**src/hdl/pip_pkg.sv**
```systemverilog
`timescale 1ns / 1ps
// ----------------------------------------------------------------------------
// pip_pkg
// Shared widths, register indexes and request/response types for the
// point-in-polygon crossing test unit.
// ----------------------------------------------------------------------------
package pip_pkg;

    localparam int COORD_BITS   = 24;
    localparam int TOL_BITS     = 16;
    localparam int CFG_BITS     = (COORD_BITS > TOL_BITS) ? COORD_BITS : TOL_BITS;
    localparam int CFG_IDX_BITS = 2;

    // coordinate differences, multiplier operands and products
    localparam int DIFF_BITS = COORD_BITS + 1;
    localparam int MUL_BITS  = (DIFF_BITS > TOL_BITS + 1) ? DIFF_BITS : TOL_BITS + 1;
    localparam int PROD_BITS = 2 * MUL_BITS;
    localparam int NUM_BITS  = PROD_BITS + 1;
    localparam int CMP_BITS  = NUM_BITS + 1;
    // straddle thresholds: query_y +/- tolerance
    localparam int THR_BITS  = CFG_BITS + 2;

    localparam logic [CFG_IDX_BITS-1:0] CFG_QUERY_X   = 2'd0;
    localparam logic [CFG_IDX_BITS-1:0] CFG_QUERY_Y   = 2'd1;
    localparam logic [CFG_IDX_BITS-1:0] CFG_TOLERANCE = 2'd2;

    typedef logic signed [COORD_BITS-1:0] t_coord;

    typedef struct packed {
        logic   valid;
        logic   ring_start;
        t_coord x1;
        t_coord y1;
        t_coord x2;
        t_coord y2;
    } t_edge_req;

    typedef struct packed {
        logic done;
        logic tog_right;
        logic tog_left;
        logic hit;
    } t_edge_rsp;

endpackage

```
**src/hdl/point_in_polygon_crossing_test_unit.sv**
```systemverilog
`timescale 1ns / 1ps
// ----------------------------------------------------------------------------
// point_in_polygon_crossing_test_unit
// Streams polygon vertices against a configured query point and reports
// inside / on-boundary at the end of each polygon.
// ----------------------------------------------------------------------------
// A vertex that forms a straddling edge goes through classify, three
//   passes through the shared multiplier, compare and update before the unit
//   is ready again; a ring start or non-straddling edge only classifies and updates.
// The last vertex of a polygon also loads the output register once it is free.
// A new vertex is taken only once the last one is done; there is a single shared multiplier.
// Reset (synchronous, active low) clears parities, boundary flag, previous
//   vertex, output valid; query point resets to 0 and tolerance to 1.
module point_in_polygon_crossing_test_unit (
    input  logic                                 i_clk,
    input  logic                                 i_rst_n,
    input  logic                                 i_cfg_wr_en,
    input  logic [pip_pkg::CFG_IDX_BITS-1:0]      i_cfg_index,
    input  logic [pip_pkg::CFG_BITS-1:0]          i_cfg_wdata,
    input  logic                                 i_in_valid,
    output logic                                 o_in_stall,
    input  logic signed [pip_pkg::COORD_BITS-1:0] i_vertex_x,
    input  logic signed [pip_pkg::COORD_BITS-1:0] i_vertex_y,
    input  logic                                 i_ring_start,
    input  logic                                 i_polygon_end,
    output logic                                 o_out_valid,
    input  logic                                 i_out_stall,
    output logic                                 o_inside_res,
    output logic                                 o_on_boundary
);
    import pip_pkg::*;

    typedef enum logic [2:0] {
        ST_IDLE = 3'b001,
        ST_EDGE = 3'b010,
        ST_EMIT = 3'b100
    } t_top_state;

    t_top_state r_state, n_state;

    t_coord              r_query_x, r_query_y;
    logic [TOL_BITS-1:0] r_tolerance;
    t_coord              r_prev_x, r_prev_y;
    logic                r_right_par, r_left_par, r_bnd_hit, r_last;
    logic                r_out_valid, r_out_inside, r_out_bnd;

    logic      in_accept, out_free, vertex_hit;
    t_edge_req edge_req;
    t_edge_rsp edge_rsp;

    assign in_accept  = i_in_valid && (r_state == ST_IDLE);
    assign out_free   = !r_out_valid || !i_out_stall;
    assign vertex_hit = (i_vertex_x == r_query_x) && (i_vertex_y == r_query_y);

    always_comb begin
        edge_req.valid      = in_accept;
        edge_req.ring_start = i_ring_start;
        edge_req.x1         = r_prev_x;
        edge_req.y1         = r_prev_y;
        edge_req.x2         = i_vertex_x;
        edge_req.y2         = i_vertex_y;
    end

    pip_edge u_edge (
        .i_clk       (i_clk),
        .i_rst_n     (i_rst_n),
        .i_req       (edge_req),
        .i_query_x   (r_query_x),
        .i_query_y   (r_query_y),
        .i_tolerance (r_tolerance),
        .o_rsp       (edge_rsp)
    );

    always_comb begin
        n_state = r_state;
        case (r_state)
            ST_IDLE: if (in_accept) begin
                n_state = ST_EDGE;
            end
            ST_EDGE: if (edge_rsp.done) begin
                n_state = r_last ? ST_EMIT : ST_IDLE;
            end
            ST_EMIT: if (out_free) begin
                n_state = ST_IDLE;
            end
            default: n_state = ST_IDLE;
        endcase
    end

    always_ff @(posedge i_clk) begin
        if (!i_rst_n) begin
            r_state      <= ST_IDLE;
            r_query_x    <= '0;
            r_query_y    <= '0;
            r_tolerance  <= TOL_BITS'(1);
            r_prev_x     <= '0;
            r_prev_y     <= '0;
            r_right_par  <= 1'b0;
            r_left_par   <= 1'b0;
            r_bnd_hit    <= 1'b0;
            r_last       <= 1'b0;
            r_out_valid  <= 1'b0;
            r_out_inside <= 1'b0;
            r_out_bnd    <= 1'b0;
        end else begin
            r_state <= n_state;

            if (i_cfg_wr_en) begin
                case (i_cfg_index)
                    CFG_QUERY_X:   r_query_x   <= i_cfg_wdata[COORD_BITS-1:0];
                    CFG_QUERY_Y:   r_query_y   <= i_cfg_wdata[COORD_BITS-1:0];
                    CFG_TOLERANCE: r_tolerance <= i_cfg_wdata[TOL_BITS-1:0];
                    default: ;
                endcase
            end

            if (in_accept) begin
                r_prev_x <= i_vertex_x;
                r_prev_y <= i_vertex_y;
                r_last   <= i_polygon_end;
                if (vertex_hit) r_bnd_hit <= 1'b1;
            end

            if (r_state == ST_EDGE && edge_rsp.done) begin
                r_right_par <= r_right_par ^ edge_rsp.tog_right;
                r_left_par  <= r_left_par ^ edge_rsp.tog_left;
                if (edge_rsp.hit) r_bnd_hit <= 1'b1;
            end

            // polygon done: publish and start the next one from a clean state
            if (r_state == ST_EMIT && out_free) begin
                r_out_valid  <= 1'b1;
                r_out_inside <= r_right_par | r_left_par | r_bnd_hit;
                r_out_bnd    <= r_bnd_hit;
                r_prev_x     <= '0;
                r_prev_y     <= '0;
                r_right_par  <= 1'b0;
                r_left_par   <= 1'b0;
                r_bnd_hit    <= 1'b0;
            end else if (r_out_valid && !i_out_stall) begin
                r_out_valid <= 1'b0;
            end
        end
    end

    assign o_in_stall    = (r_state != ST_IDLE);
    assign o_out_valid   = r_out_valid;
    assign o_inside_res  = r_out_inside;
    assign o_on_boundary = r_out_bnd;

endmodule

```
**src/hdl/pip_mul.sv**
```systemverilog
`timescale 1ns / 1ps
// ----------------------------------------------------------------------------
// pip_mul
// Shared signed multiplier with a registered product; one result per cycle,
// available the cycle after the operands are presented.
// ----------------------------------------------------------------------------
module pip_mul (
    input  logic                                i_clk,
    input  logic signed [pip_pkg::MUL_BITS-1:0]  i_a,
    input  logic signed [pip_pkg::MUL_BITS-1:0]  i_b,
    output logic signed [pip_pkg::PROD_BITS-1:0] o_prod
);
    import pip_pkg::*;

    logic signed [PROD_BITS-1:0] r_prod;

    always_ff @(posedge i_clk) begin
        r_prod <= i_a * i_b;
    end

    assign o_prod = r_prod;

endmodule

```
**src/hdl/pip_edge.sv**
```systemverilog
`timescale 1ns / 1ps
// ----------------------------------------------------------------------------
// pip_edge
// Edge sequencer: classifies one edge against the band around the query row;
// a straddling edge that is not a ring start then runs both cross products and
// the tolerance bound through the shared multiplier; offset compared by cross-multiplication.
// ----------------------------------------------------------------------------
module pip_edge (
    input  logic                                 i_clk,
    input  logic                                 i_rst_n,
    input  pip_pkg::t_edge_req                   i_req,
    input  logic signed [pip_pkg::COORD_BITS-1:0] i_query_x,
    input  logic signed [pip_pkg::COORD_BITS-1:0] i_query_y,
    input  logic [pip_pkg::TOL_BITS-1:0]          i_tolerance,
    output pip_pkg::t_edge_rsp                   o_rsp
);
    import pip_pkg::*;

    typedef enum logic [5:0] {
        E_IDLE = 6'b000001,
        E_CLS  = 6'b000010,
        E_MUL1 = 6'b000100,
        E_MUL2 = 6'b001000,
        E_MUL3 = 6'b010000,
        E_CMP  = 6'b100000
    } t_edge_state;

    t_edge_state r_state, n_state;

    logic                        r_start;
    t_coord                      r_x1, r_y1, r_x2, r_y2;
    logic signed [DIFF_BITS-1:0] r_dx1, r_dy1, r_dx2, r_dy2, r_den_abs;
    logic                        r_den_pos, r_rstrad, r_lstrad;
    logic signed [NUM_BITS-1:0]  r_num;
    t_edge_rsp                   r_rsp;

    // classification
    logic signed [THR_BITS-1:0]  qy_t, tol_t, thr_lo, thr_hi, y1_t, y2_t;
    logic                        rstrad, lstrad;
    logic signed [DIFF_BITS-1:0] qx_d, qy_d, x1_d, y1_d, x2_d, y2_d, den;

    // multiplier
    logic signed [MUL_BITS-1:0]  mul_a, mul_b, tol_m;
    logic signed [PROD_BITS-1:0] prod;

    // compare
    logic signed [CMP_BITS-1:0]  num_c, lim_c, s_add, s_sub;
    logic                        sub_pos, sub_neg, add_pos, add_neg;
    logic                        tog_r, tog_l, hit;

    pip_mul u_mul (
        .i_clk  (i_clk),
        .i_a    (mul_a),
        .i_b    (mul_b),
        .o_prod (prod)
    );

    always_comb begin
        qy_t   = THR_BITS'(i_query_y);
        tol_t  = THR_BITS'(i_tolerance);
        thr_lo = qy_t - tol_t;
        thr_hi = qy_t + tol_t;
        y1_t   = THR_BITS'(r_y1);
        y2_t   = THR_BITS'(r_y2);
        rstrad = (y2_t > thr_lo) != (y1_t > thr_lo);
        lstrad = (y2_t < thr_hi) != (y1_t < thr_hi);

        qx_d = DIFF_BITS'(i_query_x);
        qy_d = DIFF_BITS'(i_query_y);
        x1_d = DIFF_BITS'(r_x1);
        y1_d = DIFF_BITS'(r_y1);
        x2_d = DIFF_BITS'(r_x2);
        y2_d = DIFF_BITS'(r_y2);
        den  = y1_d - y2_d;
    end

    // operand select for the shared multiplier
    always_comb begin
        tol_m = MUL_BITS'(i_tolerance);
        case (r_state)
            E_MUL1: begin
                mul_a = MUL_BITS'(r_dx2);
                mul_b = MUL_BITS'(r_dy1);
            end
            E_MUL2: begin
                mul_a = MUL_BITS'(r_dx1);
                mul_b = MUL_BITS'(r_dy2);
            end
            E_MUL3: begin
                mul_a = tol_m;
                mul_b = MUL_BITS'(r_den_abs);
            end
            default: begin
                mul_a = '0;
                mul_b = '0;
            end
        endcase
    end

    // offset num/|den| against +/-tol, with the sign of den folded into
    // which side of the band counts as right or left
    always_comb begin
        num_c   = CMP_BITS'(r_num);
        lim_c   = CMP_BITS'(prod);
        s_add   = num_c + lim_c;
        s_sub   = num_c - lim_c;
        sub_neg = s_sub[CMP_BITS-1];
        sub_pos = !sub_neg && (s_sub != '0);
        add_neg = s_add[CMP_BITS-1];
        add_pos = !add_neg && (s_add != '0);
        tog_r   = r_rstrad && (r_den_pos ? sub_pos : add_neg);
        tog_l   = r_lstrad && (r_den_pos ? add_neg : sub_pos);
        hit     = sub_neg && add_pos;
    end

    always_comb begin
        n_state = r_state;
        case (r_state)
            E_IDLE: if (i_req.valid) begin
                n_state = E_CLS;
            end
            E_CLS: begin
                if (r_start || (!rstrad && !lstrad)) n_state = E_IDLE;
                else n_state = E_MUL1;
            end
            E_MUL1: n_state = E_MUL2;
            E_MUL2: n_state = E_MUL3;
            E_MUL3: n_state = E_CMP;
            E_CMP:  n_state = E_IDLE;
            default: n_state = E_IDLE;
        endcase
    end

    always_ff @(posedge i_clk) begin
        if (!i_rst_n) begin
            r_state <= E_IDLE;
            r_rsp   <= '0;
        end else begin
            r_state <= n_state;
            case (r_state)
                E_CLS: begin
                    if (r_start || (!rstrad && !lstrad)) begin
                        r_rsp <= '{done: 1'b1, tog_right: 1'b0, tog_left: 1'b0, hit: 1'b0};
                    end else begin
                        r_rsp.done <= 1'b0;
                    end
                end
                E_CMP: begin
                    r_rsp <= '{done: 1'b1, tog_right: tog_r, tog_left: tog_l, hit: hit};
                end
                default: r_rsp.done <= 1'b0;
            endcase
        end
    end

    always_ff @(posedge i_clk) begin
        if (r_state == E_IDLE && i_req.valid) begin
            r_start <= i_req.ring_start;
            r_x1    <= i_req.x1;
            r_y1    <= i_req.y1;
            r_x2    <= i_req.x2;
            r_y2    <= i_req.y2;
        end
        if (r_state == E_CLS) begin
            r_dx1     <= x1_d - qx_d;
            r_dy1     <= y1_d - qy_d;
            r_dx2     <= x2_d - qx_d;
            r_dy2     <= y2_d - qy_d;
            r_den_pos <= !den[DIFF_BITS-1];
            r_den_abs <= den[DIFF_BITS-1] ? -den : den;
            r_rstrad  <= rstrad;
            r_lstrad  <= lstrad;
        end
        if (r_state == E_MUL2) r_num <= NUM_BITS'(prod);
        if (r_state == E_MUL3) r_num <= r_num - NUM_BITS'(prod);
    end

    assign o_rsp = r_rsp;

endmodule

```
**config.mk**
```make
export PLATFORM = sky130hd
export DESIGN_NAME = point_in_polygon_crossing_test_unit
export DESIGN_NICKNAME = d
export VERILOG_FILES = /design/src/hdl/pip_pkg.sv /design/src/hdl/point_in_polygon_crossing_test_unit.sv /design/src/hdl/pip_mul.sv /design/src/hdl/pip_edge.sv
export SDC_FILE = /design/constraint.sdc
export NUM_CORES = 2
export LEC_CHECK = 0
export BUFFER_PORTS_ARGS = -buffer_cell sky130_fd_sc_hd__buf_2
export CELL_PAD_IN_SITES_DETAIL_PLACEMENT = 1
export CELL_PAD_IN_SITES_GLOBAL_PLACEMENT = 1
export CORE_UTILIZATION = 50
export DETAILED_ROUTE_END_ITERATION = 6
export MAX_ROUTING_LAYER = met4
export PLACE_DENSITY = 0.81
export SLEW_MARGIN = 5
export SYNTH_ARGS = -nofsm -noshare
export SYNTH_HDL_FRONTEND = slang
export SYNTH_SLANG_ARGS = --single-unit
```
**constraint.sdc**
```tcl
create_clock -name i_clk -period 11 [get_ports i_clk]
set_input_delay 0.55 -clock i_clk [delete_from_list [all_inputs] [get_ports i_clk]]
set_output_delay 0.55 -clock i_clk [all_outputs]
set_load 0.02 [all_outputs]
```
Word-level counts from Yosys, hierarchy flattened
Index checks and enable logic that the tools add are counted.
{"block": "op_classes", "reduce_logical": 33, "n_lt_le_gt_ge": 4, "n_mul": 1, "n_bitwise": 5, "n_eq_ne": 21, "n_mux": 25, "n_addsub": 11}
{"operator": "$pmux W25 S3", "n": 2}
{"operator": "$sub A24 B24 Y25", "n": 5}
{"operator": "$reduce_bool A52 Y1", "n": 2}
{"operator": "$mux W51", "n": 2}
{"operator": "$add A51 B50 Y52", "n": 1}
{"operator": "$sub A51 B50 Y52", "n": 1}
{"operator": "$sub A51 B50 Y51", "n": 1}
{"operator": "$gt A24 B25 Y1", "n": 2}
{"operator": "$lt A24 B25 Y1", "n": 2}
{"operator": "$mul A25 B25 Y50", "n": 1}
{"operator": "$eq A24 B24 Y1", "n": 2}
{"operator": "$pmux W6 S5", "n": 1}
{"operator": "$add A24 B17 Y25", "n": 1}
{"operator": "$neg A25 Y25", "n": 1}
{"operator": "$sub A24 B17 Y25", "n": 1}
{"operator": "$mux W24", "n": 1}
{"operator": "$mux W3", "n": 6}
{"operator": "$logic_and A1 B1 Y1", "n": 12}
{"operator": "$mux W1", "n": 9}
{"operator": "$pmux W3 S3", "n": 1}
{"operator": "$reduce_and A2 Y1", "n": 4}
{"operator": "$logic_not A1 Y1", "n": 7}
{"operator": "$eq A6 B1 Y1 const B", "n": 1}
{"operator": "$eq A6 B2 Y1 const B", "n": 1}
{"operator": "other kinds (24)", "n": 33}
{"block": "word_totals", "word_cells": 134, "in_bits": 81, "regBits": 458, "out_inout_bits": 4}

Longest topological paths before layout
{"block": "logic_depth", "ltp_word": 8, "mapped_depth": 39}

Modules after synthesis
From an unflattened synthesis, not the netlist that was laid out.
{"block": "unflattened", "hier_cells": 6169, "hier_area_um2": 55395.6}
{"mod": "pip_edge", "instances": 1, "cells_each": 3006, "area_each_um2": 26586.7, "seq_area_each_um2": 8488.1}
{"mod": "pip_mul", "instances": 1, "cells_each": 2557, "area_each_um2": 24023.0, "seq_area_each_um2": 1001.0}
{"mod": "point_in_polygon_crossing_test_unit", "instances": 1, "cells_each": 606, "area_each_um2": 4785.8, "seq_area_each_um2": 2442.3}

Worst setup path before layout
No wires, ideal clock.
{"block": "synth_timing", "path_type": "register to register", "startpoint": "register u_edge.r_state[1]", "endpoint": "register u_edge.u_mul.r_prod[45] (netlist: u_edge.u_mul.o_prod[45])", "synth_period_minus_slack_ps": 8916, "arrival_ps": 8844, "t_required_ps": 10928, "stages_incl_launch_ff": 39, "setup_ps": 72, "slack_ps": 2084, "cell_sequence": "dfxtp_1 -> nor2_1 -> nand2_1 -> nor3b_1 -> clkbuf_1 -> clkbuf_1 -> buf_1 -> a22oi_1 -> nand2_1 -> clkbuf_1 -> nand2_1 -> fa_1 -> inv_1 -> fa_1 -> inv_1 -> fa_1 -> inv_1 -> fa_1 -> [3 not listed] -> fa_1 -> inv_1 -> ha_1 -> a21o_1 -> a21o_1 -> a21oi_1 -> and3_1 -> o311ai_1 -> nand3_1 -> a21oi_1 -> o41ai_2 -> o21bai_1 -> a21o_1 -> and3_1 -> or2_1 -> a221o_1 -> a21oi_1 -> xnor2_1"}
{"block": "synth_via", "elab_chain_cells": 3, "elab_cells_between_ends": 6, "cone_classes": "mul: 1; eq/ne: 3; mux: 2"}
{"element": "start: declaration", "line_no": "pip_edge.sv:28", "source": "t_edge_state r_state, n_state;"}
{"element": "start signal: assignment", "line_no": "pip_edge.sv:139", "source": "r_state <= n_state;"}
{"element": "$eq A6 B5 Y1 (tied with other cells)", "line_no": "pip_edge.sv:80", "source": "case (r_state)"}
{"element": "$pmux W25 S3", "line_no": "pip_edge.sv:80"}
{"element": "$mul A25 B25 Y50 (*)", "line_no": "pip_mul.sv:18", "source": "r_prod <= i_a * i_b;"}
{"element": "end signal: assignment", "line_no": "pip_mul.sv:18"}
{"element": "end: declaration", "line_no": "pip_mul.sv:15", "source": "logic signed [PROD_BITS-1:0] r_prod;"}
Every way passes the cells marked *; elsewhere a longest branch is shown, timed or not.
A chain may end at the register's enable or synchronous reset.

Worst setup path in the final report
{"block": "layout_timing", "startpoint": "register u_edge.r_state[3]", "endpoint": "register u_edge.u_mul.r_prod[49] (netlist: u_edge.u_mul.o_prod[49])"}
Same word-level chain as after synthesis.

==> metrics.md <==
| Metric | Value |
|---|---|
| Cell Area, Synth | 54,370 um2 |
| LEAKAGE | 25.35 nW |
| Synth area leaders | fa_1, edfxtp_1, ha_1 |
| Post-CTS sizing | 0 |
| Layout cells sized above 1 | 0.05104 |
| VDD IR-drop max | 0.1495 mV |
| CTS Buffer Depth | 3 |
| PnR worst setup slack | 0.6215 ns |
| Gr busiest metal | met2 |
| Max Freq | 96.35 MHz |
| CP Class | register to register |
| Final GP Congestion | 1.029 |
| Worst-Skew Late Latency | 0.66 ns |
| Via count | 45,240 |
| Syn Inst Count | 6,135 |
| Synth top area share | 0.2456 |
| Synth cell types | 94 |
| Sequential Area | 11,930 um2 |
| Post-Layout Cell Count | 7,559 |
| Maxcap violations | 0 |
| Num CTS Buffers | 50 |
| Max-slew violations | 0 |
| Antenna violations before repair | 3 |
| Clk pin slew, worst setup/hold paths | 0.07 ns |
| Seq cells post-synth | 458 |
| WL final | 198,300 um |
| Num ports | 85 |
| Drt first pass iters | 5 |
| Initial Util | 0.5057 |
| Syn avg cell area | 8.862 um2 |
| CTS Hold Buffers Added | 0 |
| Crit path to | u_edge.u_mul.o_prod[49]$_DFF_P_ |
| Crit. End Element | register |
| Vias in the first global route | 49,680 |
| GRT met1 Usage | 0.4248 |
| Reg2reg path depth | 32 |
| Slowest CP cell | and4b_2 |
| Synth Flop Type | edfxtp_1 |
| Routed Antenna Nets | 0 |
| Beginning of the worst hold path | i_ring_start |
| GR Util All Layers | 0.3697 |
| Placed Cells | 7,461 |
| Post-synth EDFFs | 276 |
| CP startpoint kind | register |
| Largest net degree at the start of global routing | 80 |
| Die Width | 331.8 um |
| Grt total ovfl | 0 |
| Reg2Reg Setup Slack | 0.62 ns |
| Hpwl dp | 165,300 um |
| Post-synth top area cell | fa_1 |
| Register area share after synthesis | 0.2195 |
| Pre-CTS setup slack | 0.6998 ns |
| Layout Utilization | 0.5396 |
| First-pass GRT wire length | 299,600 um |
| Least-Margin Pin Slew | 1.229 ns |
| Endpoints failing hold | 0 |
| M2 GR Usage | 0.6147 |
| Async S/R FF share, synth | 0 |
| Die height | 331.8 um |
| Min Tclk post-route | 10.38 ns |
| Power consumption | 4.870 mW |
| Drt drc | 0 |
| Filler cells | 12,510 |
| Worst r2r src | u_edge.r_state[3]$_SDFFE_PN0P_ |
| Initial drt markers | 3,103 |
| Final TNS setup | 0 ns |
| RSZ-0062 raised after global routing | no |
| CP required | 11.49 ns |
| Nets@finish | 7,352 |
| Outcome | finished clean |
| Ys Warns | 0 |
| Critical Path Source | u_edge.r_state[3]$_SDFFE_PN0P_ |
| Top cell by count, worst path | fa_1 |
| Max stage delay on crit path | 0.84 ns |
| CP arrival | 10.87 ns |
| Setup Skew | 0.05526 ns |
| Post-Syn Nets | 7,377 |
| FP Rows | 120 |
| Core ar. | 107,500 um2 |
| Hold WC Path Type | primary input to register |
| Via density | 5.985 |
| Port buffer count | 84 |
| Met3 global-route usage | 0.04928 |
| Post-CTS Setup Bufs | 0 |
| Htree depth | 2 |
| Area of the multi-input gates | 38,180 um2 |
| Fin crit share | 0.9435 |
| CTS sink count | 458 |
| Wire length per cell | 26.23 um |
| CTS Root Cell | clkbuf_16 |
| Total Die Area | 110,100 um2 |
| RR Endpoint | u_edge.u_mul.o_prod[49]$_DFF_P_ |
| Max_slew headroom | 0.1737 |
| Power density cells | 83.94 nW/um2 |
| Crit path max fanout | 38 |
| Setup violators final | 0 |
| Layout area overhead | 6.704% |
| CTS tree | done |
## final cells by class
| cell class | instances | area share |
|---|---|---|
| clock buffers | 64 | 0.02381 |
| diodes | 4 | 0.0001725 |
| clock inverters | 30 | 0.005759 |
| well taps | 1403 | 0.03026 |
| inverters | 907 | 0.05869 |
| flip-flops and latches | 458 | 0.2057 |
| repair buffers | 162 | 0.01756 |
| multi-input cells | 4531 | 0.6581 |
## report_power, final
| group | internal (mW) | switching, mW |
|---|---|---|
| registers | 1.95 | 0.0809 |
| logic | 0.422 | 0.662 |
| clock network | 0.981 | 0.777 |
## how the worst min path moves through the flow
stage,slack (ns),endpoint,cells after the start
3_3_place_gp,0.41,u_edge.r_x1[13]$_DFFE_PP_,0
6_report,0.08,u_edge.r_start$_DFFE_PP_,1
5_1_grt,0.07,u_edge.r_start$_DFFE_PP_,1
2_1_floorplan,0.41,u_edge.r_x1[0]$_DFFE_PP_,0
3_5_place_dp,0.41,u_edge.r_y1[2]$_DFFE_PP_,0
4_1_cts,0.05,u_edge.r_start$_DFFE_PP_,1
## cell usage after synthesis, types with 48 or more instances
cell type,count
nor2b_1,53
nand2_1,850
a22oi_1,53
o21bai_1,54
nand4_1,56
edfxtp_1,276
ha_1,494
xor2_1,83
o21ai_0,197
nor3_1,60
fa_1,667
dfxtp_1,182
o21a_1,48
nand2b_1,49
a21o_1,99
a21oi_1,386
xnor2_1,226
nor4_1,54
inv_1,900
nor2_1,539
clkbuf_1,212
nand3_1,76
## placed cells by master (no fill, tap or decap), drive strengths merged, types with 19 or more instances in the layout
cell type,synthesis,final
clkinv,7,26
o31ai,41,41
edfxtp,276,276
nor2b,53,53
nor2,539,539
nand4,56,56
xnor2,226,226
nor3,60,60
o21ai,201,201
a31oi,43,43
dfxtp,182,182
ha,494,494
a211oi,28,28
a21o,100,100
buf,27,162
nand2,850,850
nor4,56,56
nand3,76,76
or2,20,20
or3,19,19
o21bai,54,54
nand2b,49,49
inv,900,907
and3,25,25
o211ai,20,20
xor2,83,83
clkbuf,212,64
fa,667,667
and2,48,48
a21oi,388,388
a22oi,53,53
o21a,48,48
## state kept, by name, summed over array words and instances (netlist names), 25 cells and up
name                 count
u_edge.u_mul.o_prod     50
u_edge.r_dy1            25
u_edge.r_dy2            25
u_edge.r_den_abs        25
u_edge.r_dx1            25
u_edge.r_dx2            25
u_edge.r_num            51
## critical path: cells and delay by family (launching register included)
family / cells / cell delay (ns)
fa+ha+maj: 8 / 3.74
simple gates: 7 / 2.41
compound gates: 12 / 2.39
buf+inv: 4 / 1.12
flops: 1 / 0.37
xor+xnor: 1 / 0.13
## layer usage
metal | share of wire | wire [um] | up-vias
met3 | 0.057 | 11290 | 509
li1 | - | - | 20160
met4 | 0.073 | 14390 | 0
met1 | 0.39 | 77500 | 22990
met5 | 0 | 0 | -
met2 | 0.48 | 95080 | 1576
## logic make-up (layout without fill, tap and decap cells)
family          after synthesis  count (layout)  share of synthesized area
compound gates             1148            1148                     0.1356
xor+xnor                    309             309                    0.04978
fa+ha+maj                  1161            1161                     0.3593
buf+inv                    1146            1163                    0.07931
flops                       458             458                     0.2195
mux                          15              15                   0.002831
other cells                   0               4                          0
simple gates               1898            1898                     0.1537
## metrics by stage
step,area (um2),hold WS (ns)
floorplan,54370,0.4081
global placement,56290,0.4118
detailed placement,56290,0.4137
CTS,58000,0.05359
global route,58010,0.06774
finish,58010,0.08487
Note: power is estimated with default switching activity, not from simulation.
